--- config.mk ---
export PLATFORM = sky130hd
export DESIGN_NAME = link_quality_report_parser_core
export DESIGN_NICKNAME = d
export VERILOG_FILES = /design/src/hw/rtl/lqrp_pkg.sv /design/src/hw/rtl/lqrp_parser.sv /design/src/hw/rtl/link_quality_report_parser_core.sv
export SDC_FILE = /design/constraint.sdc
export NUM_CORES = 1
export LEC_CHECK = 0
export BUFFER_PORTS_ARGS = -buffer_cell sky130_fd_sc_hd__buf_2
export CAP_MARGIN = 0
export CELL_PAD_IN_SITES_DETAIL_PLACEMENT = 0
export CELL_PAD_IN_SITES_GLOBAL_PLACEMENT = 1
export CORE_ASPECT_RATIO = 1.1
export CORE_MARGIN = 2
export CORE_UTILIZATION = 48
export DETAILED_ROUTE_END_ITERATION = 8
export GPL_ROUTABILITY_DRIVEN = 0
export PLACE_DENSITY = 0.81
export SETUP_SLACK_MARGIN = 0.1
export SLEW_MARGIN = 5
export SYNTH_ARGS = -nofsm -noshare
export SYNTH_HDL_FRONTEND = slang
export SYNTH_SLANG_ARGS = --single-unit
--- constraint.sdc ---
create_clock -name clk -period 7.25 [get_ports clk]
set_input_delay 1.45 -clock clk [delete_from_list [all_inputs] [get_ports clk]]
set_output_delay 1.45 -clock clk [all_outputs]
set_load 0.02 [all_outputs]
--- src/hw/rtl/lqrp_pkg.sv ---
// Types, character codes and helpers shared by the link-quality line parser.
`timescale 1ns / 1ps

package lqrp_pkg;

	localparam logic [7:0] CH_NUL     = 8'h00;
	localparam logic [7:0] CH_NEWLINE = 8'h0A;
	localparam logic [7:0] CH_COLON   = 8'h3A;
	localparam logic [7:0] CH_ZERO    = 8'h30;
	localparam logic [7:0] CH_ONE     = 8'h31;
	localparam logic [7:0] CH_TWO     = 8'h32;
	localparam logic [7:0] CH_FIVE    = 8'h35;
	localparam logic [7:0] CH_NINE    = 8'h39;
	localparam logic [7:0] CH_UPPER_A = 8'h41;
	localparam logic [7:0] CH_UPPER_F = 8'h46;

	localparam logic [1:0] ROUTER_0    = 2'd0;
	localparam logic [1:0] ROUTER_1    = 2'd1;
	localparam logic [1:0] ROUTER_NONE = 2'd2;

	typedef enum logic [3:0] {
		ST_LEAD    = 4'd0,
		ST_ROUTER  = 4'd1,
		ST_COLON_A = 4'd2,
		ST_ZERO_B  = 4'd3,
		ST_LINK    = 4'd4,
		ST_COLON_C = 4'd5,
		ST_HEX_HI  = 4'd6,
		ST_HEX_LO  = 4'd7,
		ST_SKIP_A1 = 4'd8,
		ST_SKIP_A2 = 4'd9,
		ST_SKIP_B1 = 4'd10,
		ST_SKIP_B2 = 4'd11
	} parse_state_t;

	// One parsed beat: hit marks a reportable link-quality line.
	typedef struct packed {
		logic       hit;
		logic [1:0] link_index;
		logic [7:0] quality;
	} lqrp_result_t;

	typedef struct packed {
		logic       ok;
		logic [3:0] value;
	} hex_digit_t;

	// Uppercase hex only; lowercase is not a digit here.
	function automatic hex_digit_t hex_decode(input logic [7:0] c);
		hex_digit_t d;
		d.ok    = 1'b0;
		d.value = 4'd0;
		if (c >= CH_ZERO && c <= CH_NINE) begin
			d.ok    = 1'b1;
			d.value = 4'(c - CH_ZERO);
		end else if (c >= CH_UPPER_A && c <= CH_UPPER_F) begin
			d.ok    = 1'b1;
			d.value = 4'(c - CH_UPPER_A + 8'd10);
		end
		return d;
	endfunction

endpackage

--- src/hw/rtl/lqrp_parser.sv ---
// Line-position state machine and result decode for the link-quality parser.
`timescale 1ns / 1ps

module lqrp_parser (
	input  logic                  clk,
	input  logic                  arst_n,
	input  logic                  step,
	input  logic [7:0]            rx_byte,
	output lqrp_pkg::lqrp_result_t result
);
	import lqrp_pkg::*;

	parse_state_t state_q, state_d;
	logic [1:0]   router_q, router_d;
	logic [1:0]   link_q, link_d;
	logic [3:0]   nib_q, nib_d;
	hex_digit_t   hex;
	logic         pair_ok;

	assign hex = hex_decode(rx_byte);
	assign pair_ok = (router_q == ROUTER_0 && !link_q[1]) ||
	                 (router_q == ROUTER_1 &&  link_q[1]);

	// next state
	always_comb begin
		state_d  = state_q;
		router_d = router_q;
		link_d   = link_q;
		nib_d    = nib_q;
		if (rx_byte == CH_NEWLINE) begin
			state_d  = ST_LEAD;
			router_d = ROUTER_NONE;
			link_d   = 2'd0;
			nib_d    = 4'd0;
		end else if (rx_byte != CH_NUL) begin
			case (state_q)
				ST_LEAD: begin
					if (rx_byte == CH_ZERO) state_d = ST_ROUTER;
				end
				ST_ROUTER: begin
					if (rx_byte == CH_ZERO || rx_byte == CH_ONE) begin
						router_d = {1'b0, rx_byte[0]};
						state_d  = ST_SKIP_A1;
					end
				end
				ST_SKIP_A1: state_d = ST_SKIP_A2;
				ST_SKIP_A2: state_d = ST_COLON_A;
				ST_COLON_A: begin
					if (rx_byte == CH_COLON) state_d = ST_SKIP_B1;
				end
				ST_SKIP_B1: state_d = ST_SKIP_B2;
				ST_SKIP_B2: state_d = ST_ZERO_B;
				ST_ZERO_B: begin
					if (rx_byte == CH_ZERO) state_d = ST_LINK;
				end
				ST_LINK: begin
					if (rx_byte >= CH_TWO && rx_byte <= CH_FIVE) begin
						link_d  = 2'(rx_byte - CH_TWO);
						state_d = ST_COLON_C;
					end
				end
				ST_COLON_C: begin
					if (rx_byte == CH_COLON) state_d = ST_HEX_HI;
				end
				ST_HEX_HI: begin
					if (hex.ok) begin
						nib_d   = hex.value;
						state_d = ST_HEX_LO;
					end
				end
				ST_HEX_LO: begin
					if (hex.ok) begin
						state_d  = ST_LEAD;
						router_d = ROUTER_NONE;
						link_d   = 2'd0;
						nib_d    = 4'd0;
					end
				end
				default: state_d = state_q;
			endcase
		end
	end

	// outputs
	always_comb begin
		result.hit        = 1'b0;
		result.link_index = link_q;
		result.quality    = {nib_q, hex.value};
		case (state_q)
			ST_HEX_LO: result.hit = hex.ok && pair_ok;
			default:   result.hit = 1'b0;
		endcase
	end

	always_ff @(posedge clk or negedge arst_n) begin
		if (!arst_n) begin
			state_q  <= ST_LEAD;
			router_q <= ROUTER_NONE;
			link_q   <= 2'd0;
			nib_q    <= 4'd0;
		end else if (step) begin
			state_q  <= state_d;
			router_q <= router_d;
			link_q   <= link_d;
			nib_q    <= nib_d;
		end
	end

endmodule

--- src/hw/rtl/link_quality_report_parser_core.sv ---
// Top level of the link-quality line parser: input register, parser, result register.
//
// Usage:
//   Input channel carries one received ASCII byte per beat (rx_byte, in_valid,
//   in_stall). Output channel carries one link report per beat (link_index,
//   quality, out_valid, out_stall). A beat moves when valid is high and stall
//   is low at a rising clk edge.
//   Only the final hex digit of a matching line produces an output beat; all
//   other bytes update the parse and produce nothing.
//   A byte accepted into the input register is parsed when step fires, and its
//   report is registered in the result register, raising out_valid.
//   Throughput: one byte per cycle while no report is held stalled, set by the
//   single parse step between the input register and the result register.
//   When the receiver stalls with a report held, the input register fills and
//   in_stall rises until the report is taken; held payloads do not change.
//   Reset (arst_n low) clears the valid flags of both registers and returns the
//   parse to its start, waiting for the leading '0', with no router recorded.
`timescale 1ns / 1ps

module link_quality_report_parser_core (
	input  logic       clk,
	input  logic       arst_n,
	input  logic [7:0] rx_byte,
	input  logic       in_valid,
	output logic       in_stall,
	output logic [1:0] link_index,
	output logic [7:0] quality,
	output logic       out_valid,
	input  logic       out_stall
);
	import lqrp_pkg::*;

	logic         valid_s1;
	logic [7:0]   byte_s1;
	logic         out_free;
	logic         step;
	lqrp_result_t res;

	assign out_free = !out_valid || !out_stall;
	assign step     = valid_s1 && out_free;
	assign in_stall = valid_s1 && !out_free;

	always_ff @(posedge clk or negedge arst_n) begin
		if (!arst_n) begin
			valid_s1 <= 1'b0;
		end else if (in_valid && !in_stall) begin
			valid_s1 <= 1'b1;
		end else if (step) begin
			valid_s1 <= 1'b0;
		end
	end

	always_ff @(posedge clk) begin
		if (in_valid && !in_stall) begin
			byte_s1 <= rx_byte;
		end
	end

	lqrp_parser u_parser (
		.clk     (clk),
		.arst_n  (arst_n),
		.step    (step),
		.rx_byte (byte_s1),
		.result  (res)
	);

	always_ff @(posedge clk or negedge arst_n) begin
		if (!arst_n) begin
			out_valid <= 1'b0;
		end else if (out_free) begin
			out_valid <= step && res.hit;
		end
	end

	always_ff @(posedge clk) begin
		if (step && res.hit) begin
			link_index <= res.link_index;
			quality    <= res.quality;
		end
	end

endmodule

* After elaboration in Yosys (flattened, before gate mapping)
Cells that the tools add are included.
Word-level totals: flip-flop bits (word level) 32, latch bits 0, memory bits (writable) 0, memory bits (read-only) 0, input bits 12, output and inout port bits 12, word-level logic and storage cells 104, memories 0
Operators by class: $add $sub $neg 4, multipliers 0, div/mod/pow operators 0, order comparisons 6, eq/ne operators 24, shift operators 0, mux-type cells 30, bitwise logic cells 0, reductions and logical operators 31
Operators by type and width (number):
- 2-to-1 mux 4 bit | 13
- case mux 4 bit (12 select lines) | 1
- == test 8 x 6 -> 1 bit (second input constant) | 3
- inequality test 3 x 1 -> 1 bit (second input constant) | 8
- == test 4 x 3 -> 1 bit (second input constant) | 4
- == test 4 bit (second input constant) | 4
- greater-or-equal comparator 8 x 6 -> 1 bit (second input constant) | 2
- <= comparator 8 x 6 -> 1 bit (second input constant) | 2
- 2-to-1 mux 2 bit | 8
- AND reduction 5 bit | 3
- nonzero test 13 bit | 1
- AND reduction 11 bit | 1
- logical AND 1 bit | 10
- 2-to-1 mux 5 bit | 2
- nonzero test 3 bit | 3
- == test 4 x 2 -> 1 bit (second input constant) | 2
- == test 8 x 4 -> 1 bit (second input constant) | 1
- greater-or-equal comparator 8 x 7 -> 1 bit (second input constant) | 1
- <= comparator 8 x 7 -> 1 bit (second input constant) | 1
- case mux 2 bit (2 select lines) | 2
- case mux 4 bit (2 select lines) | 1
- nonzero test 8 bit | 1
- subtractor 4 x 1 -> 4 bit (second input constant) | 2
- logical NOT 1 bit | 5
- 9 further kinds | 14

* Longest topological paths before layout
Gate-level depths: netlist of run 1.
word-level depth 8, mapped depth 9, gate-level depth less buffers 8

* Cells and area by module
From an unflattened synthesis of run 1, not the netlist that was laid out.
Unflattened totals: cells, all modules 149, area, all modules 1731.7 µm²
Modules (own cells, without submodules):
- lqrp_parser | instances 1, cells each 120, area each 1092.3 µm², sequential area each 301.5 µm²
- link_quality_report_parser_core | instances 1, cells each 29, area each 639.4 µm², sequential area each 590.6 µm²

* Least setup slack after synthesis of run 1
No wires, ideal clock.
path kind input -> output, start input out_stall, end output in_stall, arrival 1.723 ns, required time 5.800 ns, slack 4.077 ns, stages on the path 1, buffers on the path 0, cells stage by stage and3_1
Between the ends: cells in the longest elaborated chain, start to end 4
Ends and longest elaborated chain:
- start: declaration | RTL line link_quality_report_parser_core.sv:29 | input logic out_stall
- logical NOT 1 bit | RTL line link_quality_report_parser_core.sv:39 | assign out_free = !out_valid || !out_stall;
- logical OR 1 bit | RTL line link_quality_report_parser_core.sv:39
- logical NOT 1 bit | RTL line link_quality_report_parser_core.sv:41 | assign in_stall = valid_s1 && !out_free;
- logical AND 1 bit | RTL line link_quality_report_parser_core.sv:41
- end: declaration | RTL line link_quality_report_parser_core.sv:25 | output logic in_stall,
No other way between the ends.

* Final worst setup path of run 1
Same ends and word-level chain as after synthesis.

==> impl_metrics.csv, run 1 <==
group,metric,value,unit
synthesis,synth-edff-count,18,
sta,setup_tns,0,ps
clocking,cts_hold_buf,0,
clocking,h-tree-depth,2,
worst_setup_path,crit_path_max_incr_delay,170,ps
power_and_ir_drop,vdd_drop_max,0.151,mV
clocking,root_buffer,"clkbuf_4",
detailed_routing,drtIter0Drc,28,
synthesis,synth_top_cell_by_area,"edfxtp_1",
run_status,status,"completed",
die,rows,22,
place,dp_cells,208,
worst_setup_path,end_kind,"output pin",
sta,worst_slack,3920,ps
die,die_w,60.9,um
detailed_routing,dr.pass1.iters,4,
synthesis,ys_seq_area_share,52.3,%
global_routing,grt_use_total,17.6,%
detailed_routing,avgRoutedWirePerCell,14.3,um
worst_setup_path,cp_data_required_time,5800,ps
detailed_routing,wirelength,3090,um
hold_path,hold_path_class,"flip-flop to flip-flop",
global_routing,grt_pass1_vias,1114,
worst_setup_path,start_kind,"input port",
layout,drive_gt1_share,31.5,%
sta,hold_slack,459,ps
layout,layout.cells.non_filler,216,
power_and_ir_drop,p_leak,0.809,nW
sta,setup_violations,0,
power_and_ir_drop,powerDensity,284,nW/um2
global_routing,antenna_found_initial,0,
clocking,post_cts_buffers,0,
layout,diodes,0,
sta,min_period,3330,ps
global_routing,grt_max_degree,15,
synthesis,synth_area_leaders,"edfxtp_1 (32%), dfrtp_1 (19%), mux2_2 (5.3%)",
place,place_ws,3920,ps
clocking,clockBufferDepth,2,
synthesis,netlist_top_cells_count,"edfxtp_1 (18), dfrtp_1 (13), nor2_1 (13)",
worst_setup_path,arrival,1880,ps
clocking,worstSkewPairLatency,330,ps
synthesis,synthesis.area,1710,um2
synthesis,synth_cell_types,53,
power_and_ir_drop,power_frac_comb,27.0,%
detailed_routing,final_antenna_net_count,0,
hold_path,hp-start,"u_parser.nib_q[0]",
sta,worstMarginPinSlew,784,ps
die,initial_core_util,50.8,%
global_routing,grt_remaining_overflow,0,
sta,finClkSkew,12.0,ps
synthesis,synth_nets,160,
worst_setup_path,reg2reg_from,"byte_s1[1]",
layout,n_fill_cell,310,
detailed_routing,routed_via_density,5.40,
worst_setup_path,critPathSlowestCell,"and3_1",
synthesis,synth_cells,143,
power_and_ir_drop,p_int,376,uW
worst_setup_path,cp-startpoint,"out_stall",
sta,fin_crit_sh,46.0,%
place,port_buffers,23,
power_and_ir_drop,pwr-share-clk,25.8,%
sta,slew_headroom,47.6,%
sta,hold_viol,0,
clocking,cts_resized,0,
clocking,numCtsBuffers,5,
die,die_y,66.5,um
worst_setup_path,critPathKind,"input port to output pin",
place,dp_hpwl,2340,um
die,dieArea,4050,um2
detailed_routing,vias,1167,
synthesis,synth.avg_cell_area,11.9,um2
synthesis,yosysWarningCount,0,
worst_setup_path,worstPathMaxFanout,3,
clocking,cts_tree,"built",
synthesis,yosysTopAreaCellShare,31.7,%
worst_setup_path,path_cells,"buf_2, and3_1, buf_2",
synthesis,yosysMostFrequentCell,"edfxtp_1",
synthesis,ys_ff_latch,32,
power_and_ir_drop,p_sw,173,uW
detailed_routing,drc,0,
worst_setup_path,cpMostUsedCell,"buf_2",
die,coreArea,3360,um2
sta,drv_slew,0,
global_routing,grt_pass1_wl,5130,um
flow_run,max_cap_viol_count,0,
synthesis,async_flop_share,43.8,%
synthesis,ys.flop_type,"edfxtp_1",
layout,syn_to_final_growth,13.3,%
power_and_ir_drop,p_sw_share,31.5,%
die,io_pins,24,
sta,rsz0062_at_grt,"no",
power_and_ir_drop,seqPwrFrac,47.2,%
clocking,clk_pin_slew,90,ps
layout,final_nets,184,
sta,max_freq,0.300,GHz
power_and_ir_drop,power,549,uW
clocking,cts_num_sinks,32,
per-layer routing:
layer | wire length (um) | global-route usage (%) | vias to the layer above | part of all wire (%)
li1 | - | - | 584 | -
met1 | 1350 | 21.0 | 557 | 44
met2 | 1580 | 29.4 | 21 | 51
met3 | 114 | 5.24 | 5 | 3.7
met4 | 53 | 6.52 | 0 | 1.7
met5 | 0 | 0 | - | 0
worst max-delay path, delay by kind of cell:
| kind | cells | cell delay [ps] |
|---|---|---|
| buffers and inverters | 2 | 260 |
| AND/OR/NAND/NOR | 1 | 170 |
metrics by stage:
step,utilization (%),area [um2]
6_report,57.6,1930
5_1_grt,57.6,1930
4_1_cts,57.6,1930
3_5_place_dp,55.0,1850
3_3_place_gp,55.0,1850
2_1_floorplan,-,1710
cell type report:
cell class                 count  area [um2]  area share [%]
sequential                    32         892            46.1
multi-input combinational    101         766            39.6
timing repair buffer          23         115            5.95
tap                           48        60.1            3.11
clock buffer                   6        51.3            2.65
clock inverter                 2        33.8            1.75
inverter                       4        15.0           0.777
cells by family after synthesis:
group	synth area share [%]
xor gates and xnor gates	1.03
muxes	7.62
adders and majority gates	3.67
buffers and inverters	2.86
and+or+nand+nor	20.9
DFF	52.3
AOI/OAI and AO/OA	11.7
power by group through the flow:
stage               sequential, mW  combinational, mW  clock [mW]
detailed placement           0.263              0.149           0
finish                       0.259              0.148       0.142
global placement             0.260              0.144           0
CTS                          0.258              0.150       0.144
global route                 0.265              0.166       0.151
floorplan                    0.236              0.143           0
state kept, by name (all words and copies together) (netlist names):
| register | count |
|---|---|
| byte_s1 | 8 |
| quality | 8 |
| u_parser.nib_q | 4 |
| u_parser.state_q | 4 |
| link_index | 2 |
| u_parser.link_q | 2 |
| u_parser.router_q | 2 |
| out_valid | 1 |
| valid_s1 | 1 |
placed cells by master (no fill, tap or decap), types with 2 or more instances in the layout:
cell      instances
a21oi_1           2
and2_1            2
and3_1            3
buf_2            23
clkbuf_4          5
dfrtp_1          13
edfxtp_1         18
ha_1              5
inv_1             4
mux2_2            8
mux2_4            2
nand2_1           6
nand2b_1          3
nand3_1           2
nand3b_1          5
nand4_1           2
nor2_1           13
nor2b_1           4
nor3_1            6
nor3b_1           2
nor4_1            2
o2111a_1          2
o21ai_0           4
final timing paths:
check / endpoint / slack, ps / depth (start not counted)
setup reg to reg: quality[4] / 4490 / 8
max in group asynchronous: u_parser.router_q[1] / 5970 / 1
min in group asynchronous: u_parser.state_q[3] / 990 / 1
hold reg to reg: quality[4] / 460 / 0
setup / recovery: in_stall / 3920 / 3
hold / removal: quality[4] / 460 / 0
No activity file was read; power rests on OpenSTA's default activity.
==> run 2: changes to the inputs <==
--- a/config.mk
+++ b/config.mk
@@ -5,16 +5,17 @@
 export SDC_FILE = /design/constraint.sdc
 export NUM_CORES = 1
 export LEC_CHECK = 0
+export ABC_AREA = 1
 export BUFFER_PORTS_ARGS = -buffer_cell sky130_fd_sc_hd__buf_2
 export CAP_MARGIN = 0
 export CELL_PAD_IN_SITES_DETAIL_PLACEMENT = 0
 export CELL_PAD_IN_SITES_GLOBAL_PLACEMENT = 1
 export CORE_ASPECT_RATIO = 1.1
 export CORE_MARGIN = 2
-export CORE_UTILIZATION = 48
+export CORE_UTILIZATION = 43
 export DETAILED_ROUTE_END_ITERATION = 8
 export GPL_ROUTABILITY_DRIVEN = 0
-export PLACE_DENSITY = 0.81
+export PLACE_DENSITY = 0.77
 export SETUP_SLACK_MARGIN = 0.1
 export SLEW_MARGIN = 5
 export SYNTH_ARGS = -nofsm -noshare
==> constraint.sdc (replaced) <==
create_clock -name clk -period 3.2 [get_ports clk]
set_input_delay 0.64 -clock clk [delete_from_list [all_inputs] [get_ports clk]]
set_output_delay 0.64 -clock clk [all_outputs]
set_load 0.02 [all_outputs]
==> impl_metrics.csv, run 2 <==
group,metric,value,unit
clocking,root_buffer,"clkbuf_8",
global_routing,grt_use_total,17.4,%
detailed_routing,avgRoutedWirePerCell,11.5,um
layout,layout_commonest_cell,"nand2_1",
synthesis,yosysMostFrequentCell,"nand2_1",
layout,final_cell_mix,"nand2_1 (69), inv_1 (27), buf_2 (23)",
detailed_routing,final_antenna_net_count,0,
detailed_routing,drc,0,
sta,rsz0062_at_grt,"no",
worst_setup_path,cpMostUsedCell,"inv_1",
layout,syn_to_final_growth,15.1,%
synthesis,synth_top_cell_by_area,"edfxtp_1",
detailed_routing,dr.pass1.iters,5,
die,dieArea,4840,um2
sta,fin_crit_sh,75.0,%
clocking,post_cts_buffers,0,
clocking,h-tree-depth,2,
power_and_ir_drop,p_sw_share,33.6,%
synthesis,ys_seq_area_share,48.2,%
worst_setup_path,cp_data_required_time,3110,ps
worst_setup_path,crit_path_max_incr_delay,610,ps
detailed_routing,wirelength,3520,um
sta,max_freq,0.417,GHz
sta,hold_viol,0,
place,dp_hpwl,2750,um
power_and_ir_drop,p_int,854,uW
synthesis,ys_ff_latch,32,
synthesis,synth_cells,222,
layout,n_fill_cell,427,
worst_setup_path,end_kind,"flip-flop",
power_and_ir_drop,p_leak,1.08,nW
worst_setup_path,arrival,2310,ps
detailed_routing,routed_via_density,4.71,
sta,slew_headroom,46.0,%
global_routing,grt_pass1_wl,6400,um
power_and_ir_drop,p_sw,431,uW
layout,seqCellArea,892,um2
die,coreArea,4220,um2
sta,min_period,2400,ps
synthesis,synth_area_leaders,"edfxtp_1 (29%), dfrtp_1 (18%), nand2_1 (14%)",
synthesis,netlist_top_cells_count,"nand2_1 (69), inv_1 (27), nor2_1 (21)",
sta,drv_slew,0,
die,die_w,66.5,um
synthesis,synthesis.area,1850,um2
hold_path,hold_path_class,"input port to asynchronous set/reset pin",
die,io_pins,24,
layout,postLayoutCoreUtil,50.4,%
sta,finClkSkew,9.07,ps
worst_setup_path,worst-path-buf-inv,3,
global_routing,grt_remaining_overflow,0,
clocking,cts_resized,0,
clocking,clk_pin_slew,70,ps
layout,drive_gt1_share,22.2,%
die,initial_core_util,43.8,%
worst_setup_path,path_delay_family,"simple AND/OR/NAND/NOR gates",
run_status,status,"completed",
sta,setup_tns,0,ps
layout,multi_input_area,823,um2
clocking,worstSkewPairLatency,280,ps
synthesis,synth_cell_types,29,
die,rows,25,
clocking,cts_num_sinks,32,
worst_setup_path,start_kind,"flip-flop",
synthesis,yosysWarningCount,0,
flow_run,max_cap_viol_count,0,
layout,final_nets,268,
power_and_ir_drop,power_frac_comb,27.4,%
place,port_buffers,23,
synthesis,synth_nets,239,
detailed_routing,vias,1441,
global_routing,antenna_found_initial,0,
layout,diodes,0,
clocking,numCtsBuffers,5,
die,die_y,72.8,um
synthesis,synth.avg_cell_area,8.33,um2
power_and_ir_drop,seqPwrFrac,43.3,%
synthesis,async_flop_share,43.8,%
synthesis,yosysTopAreaCellShare,29.2,%
synthesis,synth-edff-count,18,
worst_setup_path,worstPathMaxFanout,10,
worst_setup_path,critPathKind,"flip-flop to flip-flop",
clocking,cts_tree,"built",
power_and_ir_drop,vdd_drop_max,0.279,mV
global_routing,grt_max_degree,15,
worst_setup_path,critPathSlowestCell,"nor2_1",
sta,worstMarginPinSlew,806,ps
global_routing,grt_pass1_vias,1411,
power_and_ir_drop,pwr-share-clk,29.3,%
clocking,cts_hold_buf,0,
layout,reg.largest.list,"byte_s1 (8), quality (8)",
sta,setup_violations,0,
detailed_routing,drtIter0Drc,90,
synthesis,ys.flop_type,"edfxtp_1",
power_and_ir_drop,powerDensity,604,nW/um2
clocking,clockBufferDepth,2,
worst_setup_path,path_cells,"inv_1, ha_1, inv_1, nand2_1, nor2_2, nor2_4, nand2_2, nand2_1, inv_1, nor2_1",
-- run 2: logic make-up after synthesis --
group / Yosys count / synth area share, %
fa+ha+maj: 5 / 3.38
buf+inv: 33 / 7.24
simple gates: 128 / 33.5
flops: 32 / 48.2
xor+xnor: 2 / 0.947
compound gates: 22 / 6.70
-- run 2: final cells by class --
| cell class | count | share of cell area [%] |
|---|---|---|
| clock buffers | 6 | 3.41 |
| clock inverters | 2 | 1.65 |
| inverters | 32 | 5.76 |
| multi-input cells | 157 | 38.7 |
| flip-flops and latches | 32 | 41.9 |
| well taps | 54 | 3.17 |
| repair buffers | 23 | 5.41 |
-- run 2: path summary, 6_finish.rpt --
check / startpoint / endpoint / slack [ps] / cells after the start
max in group asynchronous: arst_n / u_parser.router_q[1] / 2660 / 1
hold / removal: arst_n / valid_s1 / 240 / 1
setup / recovery: byte_s1[1] / link_index[1] / 800 / 10
hold reg to reg: u_parser.link_q[0] / link_index[0] / 450 / 0
min in group clk: u_parser.link_q[0] / link_index[0] / 450 / 0
setup reg to reg: byte_s1[1] / link_index[1] / 800 / 10
-- run 2: power groups by stage --
stage | clock network, mW | logic (mW) | registers (mW)
6_report | 0.377 | 0.352 | 0.556
5_1_grt | 0.404 | 0.413 | 0.565
4_1_cts | 0.388 | 0.354 | 0.555
3_5_place_dp | 0 | 0.352 | 0.564
3_3_place_gp | 0 | 0.354 | 0.565
2_1_floorplan | 0 | 0.314 | 0.534
-- run 2: stage by stage --
stage / power, mW / instances / hold WS (ps) / setup slack (ps) / instance area [um2]
6_report: 1.29 / 306 / 242 / 800 / 2130
5_1_grt: 1.38 / 306 / 265 / 631 / 2130
4_1_cts: 1.30 / 306 / 248 / 817 / 2130
3_5_place_dp: 0.916 / 298 / 438 / 849 / 2020
3_3_place_gp: 0.919 / 298 / 434 / 934 / 2020
2_1_floorplan: 0.849 / 222 / 344 / 1160 / 1850
-- run 2: layer usage --
metal,global-route usage (%),up-vias,part of all wire (%)
met5,0,-,0
met4,8.39,0,2.2
li1,-,758,-
met3,4.32,9,4.4
met2,26.2,35,45
met1,23.4,639,48
==> run 3: changes to the inputs <==
--- a/config.mk
+++ b/config.mk
@@ -5,17 +5,17 @@
 export SDC_FILE = /design/constraint.sdc
 export NUM_CORES = 1
 export LEC_CHECK = 0
-export ABC_AREA = 1
+export ABC_AREA = 0
 export BUFFER_PORTS_ARGS = -buffer_cell sky130_fd_sc_hd__buf_2
 export CAP_MARGIN = 0
 export CELL_PAD_IN_SITES_DETAIL_PLACEMENT = 0
 export CELL_PAD_IN_SITES_GLOBAL_PLACEMENT = 1
 export CORE_ASPECT_RATIO = 1.1
 export CORE_MARGIN = 2
-export CORE_UTILIZATION = 43
+export CORE_UTILIZATION = 41
 export DETAILED_ROUTE_END_ITERATION = 8
 export GPL_ROUTABILITY_DRIVEN = 0
-export PLACE_DENSITY = 0.77
+export PLACE_DENSITY = 0.73
 export SETUP_SLACK_MARGIN = 0.1
 export SLEW_MARGIN = 5
 export SYNTH_ARGS = -nofsm -noshare
==> constraint.sdc (replaced) <==
create_clock -name clk -period 2.1 [get_ports clk]
set_input_delay 0.42 -clock clk [delete_from_list [all_inputs] [get_ports clk]]
set_output_delay 0.42 -clock clk [all_outputs]
set_load 0.02 [all_outputs]
==> impl_metrics.csv, run 3 (synthesized netlist as in run 1, its figures left out) <==
group,metric,value,unit
sta,min_period,2300,ps
die,die_w,65.5,um
place,dp_hpwl,2730,um
die,die_y,71.7,um
detailed_routing,dr.pass1.iters,4,
worst_setup_path,critPathKind,"flip-flop to flip-flop",
clocking,clk_pin_slew,60,ps
die,dieArea,4700,um2
power_and_ir_drop,power,2.06,mW
power_and_ir_drop,p_leak,1.05,nW
layout,reg.largest.list,"byte_s1 (8), quality (8)",
layout,drive_gt1_share,53.1,%
flow_run,max_cap_viol_count,0,
worst_setup_path,end_kind,"flip-flop",
layout,diodes,0,
global_routing,busiest_layer,"met2",
run_status,violations,"negative setup slack",
detailed_routing,drc,0,
layout,syn_to_final_growth,42.8,%
detailed_routing,routed_via_density,5.31,
sta,rsz0062_at_grt,"yes",
worst_setup_path,crit_path_max_incr_delay,460,ps
sta,max_freq,0.434,GHz
global_routing,grt_remaining_overflow,0,
layout,final_cell_mix,"buf_4 (32), buf_2 (23), edfxtp_1 (18)",
clocking,cts_tree,"built",
sta,hold_viol,0,
die,initial_core_util,42.7,%
clocking,root_buffer,"clkbuf_8",
sta,worst_slack,-204,ps
worst_setup_path,critPathSlowestCell,"edfxtp_1",
sta,worstMarginPinSlew,380,ps
global_routing,grt_pass1_wl,5930,um
clocking,numCtsBuffers,5,
sta,drv_slew,0,
die,coreArea,3990,um2
layout,layout.cells.non_filler,259,
sta,finClkSkew,4.34,ps
place,dp_cells,245,
global_routing,grt_util_met2,28.7,%
worst_setup_path,arrival,2470,ps
clocking,clockBufferDepth,2,
global_routing,antenna_found_initial,0,
global_routing,gr-usage-met1,19.5,%
die,io_pins,24,
clocking,cts_num_sinks,32,
clocking,h-tree-depth,2,
worst_setup_path,worstPathMaxFanout,4,
place,port_buffers,23,
clocking,worstSkewPairLatency,280,ps
global_routing,grt_pass1_vias,1316,
worst_setup_path,start_kind,"flip-flop",
sta,slew_headroom,74.6,%
die,rows,24,
layout,final_nets,223,
worst_setup_path,cp_data_required_time,2260,ps
layout,fin_area,2440,um2
worst_setup_path,worst-path-buf-inv,1,
hold_path,hold_path_class,"input port to asynchronous set/reset pin",
global_routing,grt_use_total,16.5,%
layout,n_fill_cell,337,
detailed_routing,vias,1375,
layout,layout_commonest_cell,"buf_4",
global_routing,grtUsageMet3,4.55,%
sta,fin_crit_sh,110,%
worst_setup_path,path_delay_family,"simple AND/OR/NAND/NOR gates",
power_and_ir_drop,powerDensity,844,nW/um2
detailed_routing,wirelength,3780,um
sta,setup_violations,23,
detailed_routing,drtIter0Drc,68,
clocking,cts_hold_buf,0,
detailed_routing,final_antenna_net_count,0,
worst_setup_path,path_cells,"inv_2, ha_4, or4b_4, and4_4, nor2_4, o31a_1, a21bo_2, mux2_4",
power_and_ir_drop,vdd_drop_max,0.434,mV
detailed_routing,avgRoutedWirePerCell,14.6,um
layout,postLayoutCoreUtil,61.0,%
run_status,status,"finished, violations left",
global_routing,grt_max_degree,15,
place,placed_area,2160,um2
run 3: where the power goes:
group | switching (mW) | internal (mW) | leakage (nW)
Combinational | 0.349 | 0.389 | 0.674
Clock | 0.198 | 0.230 | 0.0399
Sequential | 0.126 | 0.764 | 0.339
Total | 0.674 | 1.38 | 1.05
run 3: what timing repair did:
item	CTS	global route
cloned	0	1
buffers inserted	3	3
pin swaps	7	13
resized for setup	9	16
endpoints found under the setup margin	24	26
run 3: final timing paths:
kind	from	end	slack (ps)	cells past startpoint
max in group asynchronous	arst_n	u_parser.router_q[1]	1790	1
max	byte_s1[0]	u_parser.link_q[1]	-200	8
max reg2reg	byte_s1[0]	u_parser.link_q[1]	-200	8
min reg2reg	u_parser.nib_q[0]	quality[4]	460	0
min	arst_n	u_parser.nib_q[0]	30	1
min in group clk	rx_byte[3]	byte_s1[3]	310	1
run 3: area by class of cell:
type	instances	area [um2]	share of cell area, %
multi-input combinational	101	928	38.1
clock inverter	1	3.75	0.154
inverter	4	15.0	0.616
timing repair buffer	62	457	18.7
clock buffer	7	76.3	3.13
sequential	32	892	36.6
tap	52	65.1	2.67
run 3: stage by stage:
step / setup WS, ps / TNS, ps / hold WS [ps]
2_1_floorplan: -204 / -2120 / 124
3_3_place_gp: -176 / -2340 / 327
3_5_place_dp: -248 / -3550 / 333
4_1_cts: -187 / -3350 / 36.1
5_1_grt: -281 / -4320 / 39.2
6_report: -204 / -2720 / 27.3
run 3: worst reg2reg max path, cell delays in order, from the launching register on:
cell and delay (ps):
edfxtp_1 460, inv_2 130, ha_4 140, or4b_4 460, and4_4 190, nor2_4 140
o31a_1 200, a21bo_2 180, mux2_4 300
run 3: layer usage:
layer | routed length, um | vias up
met3 | 144 | 9
met4 | 77 | 0
met5 | 0 | -
met2 | 2000 | 33
met1 | 1560 | 667
li1 | - | 666
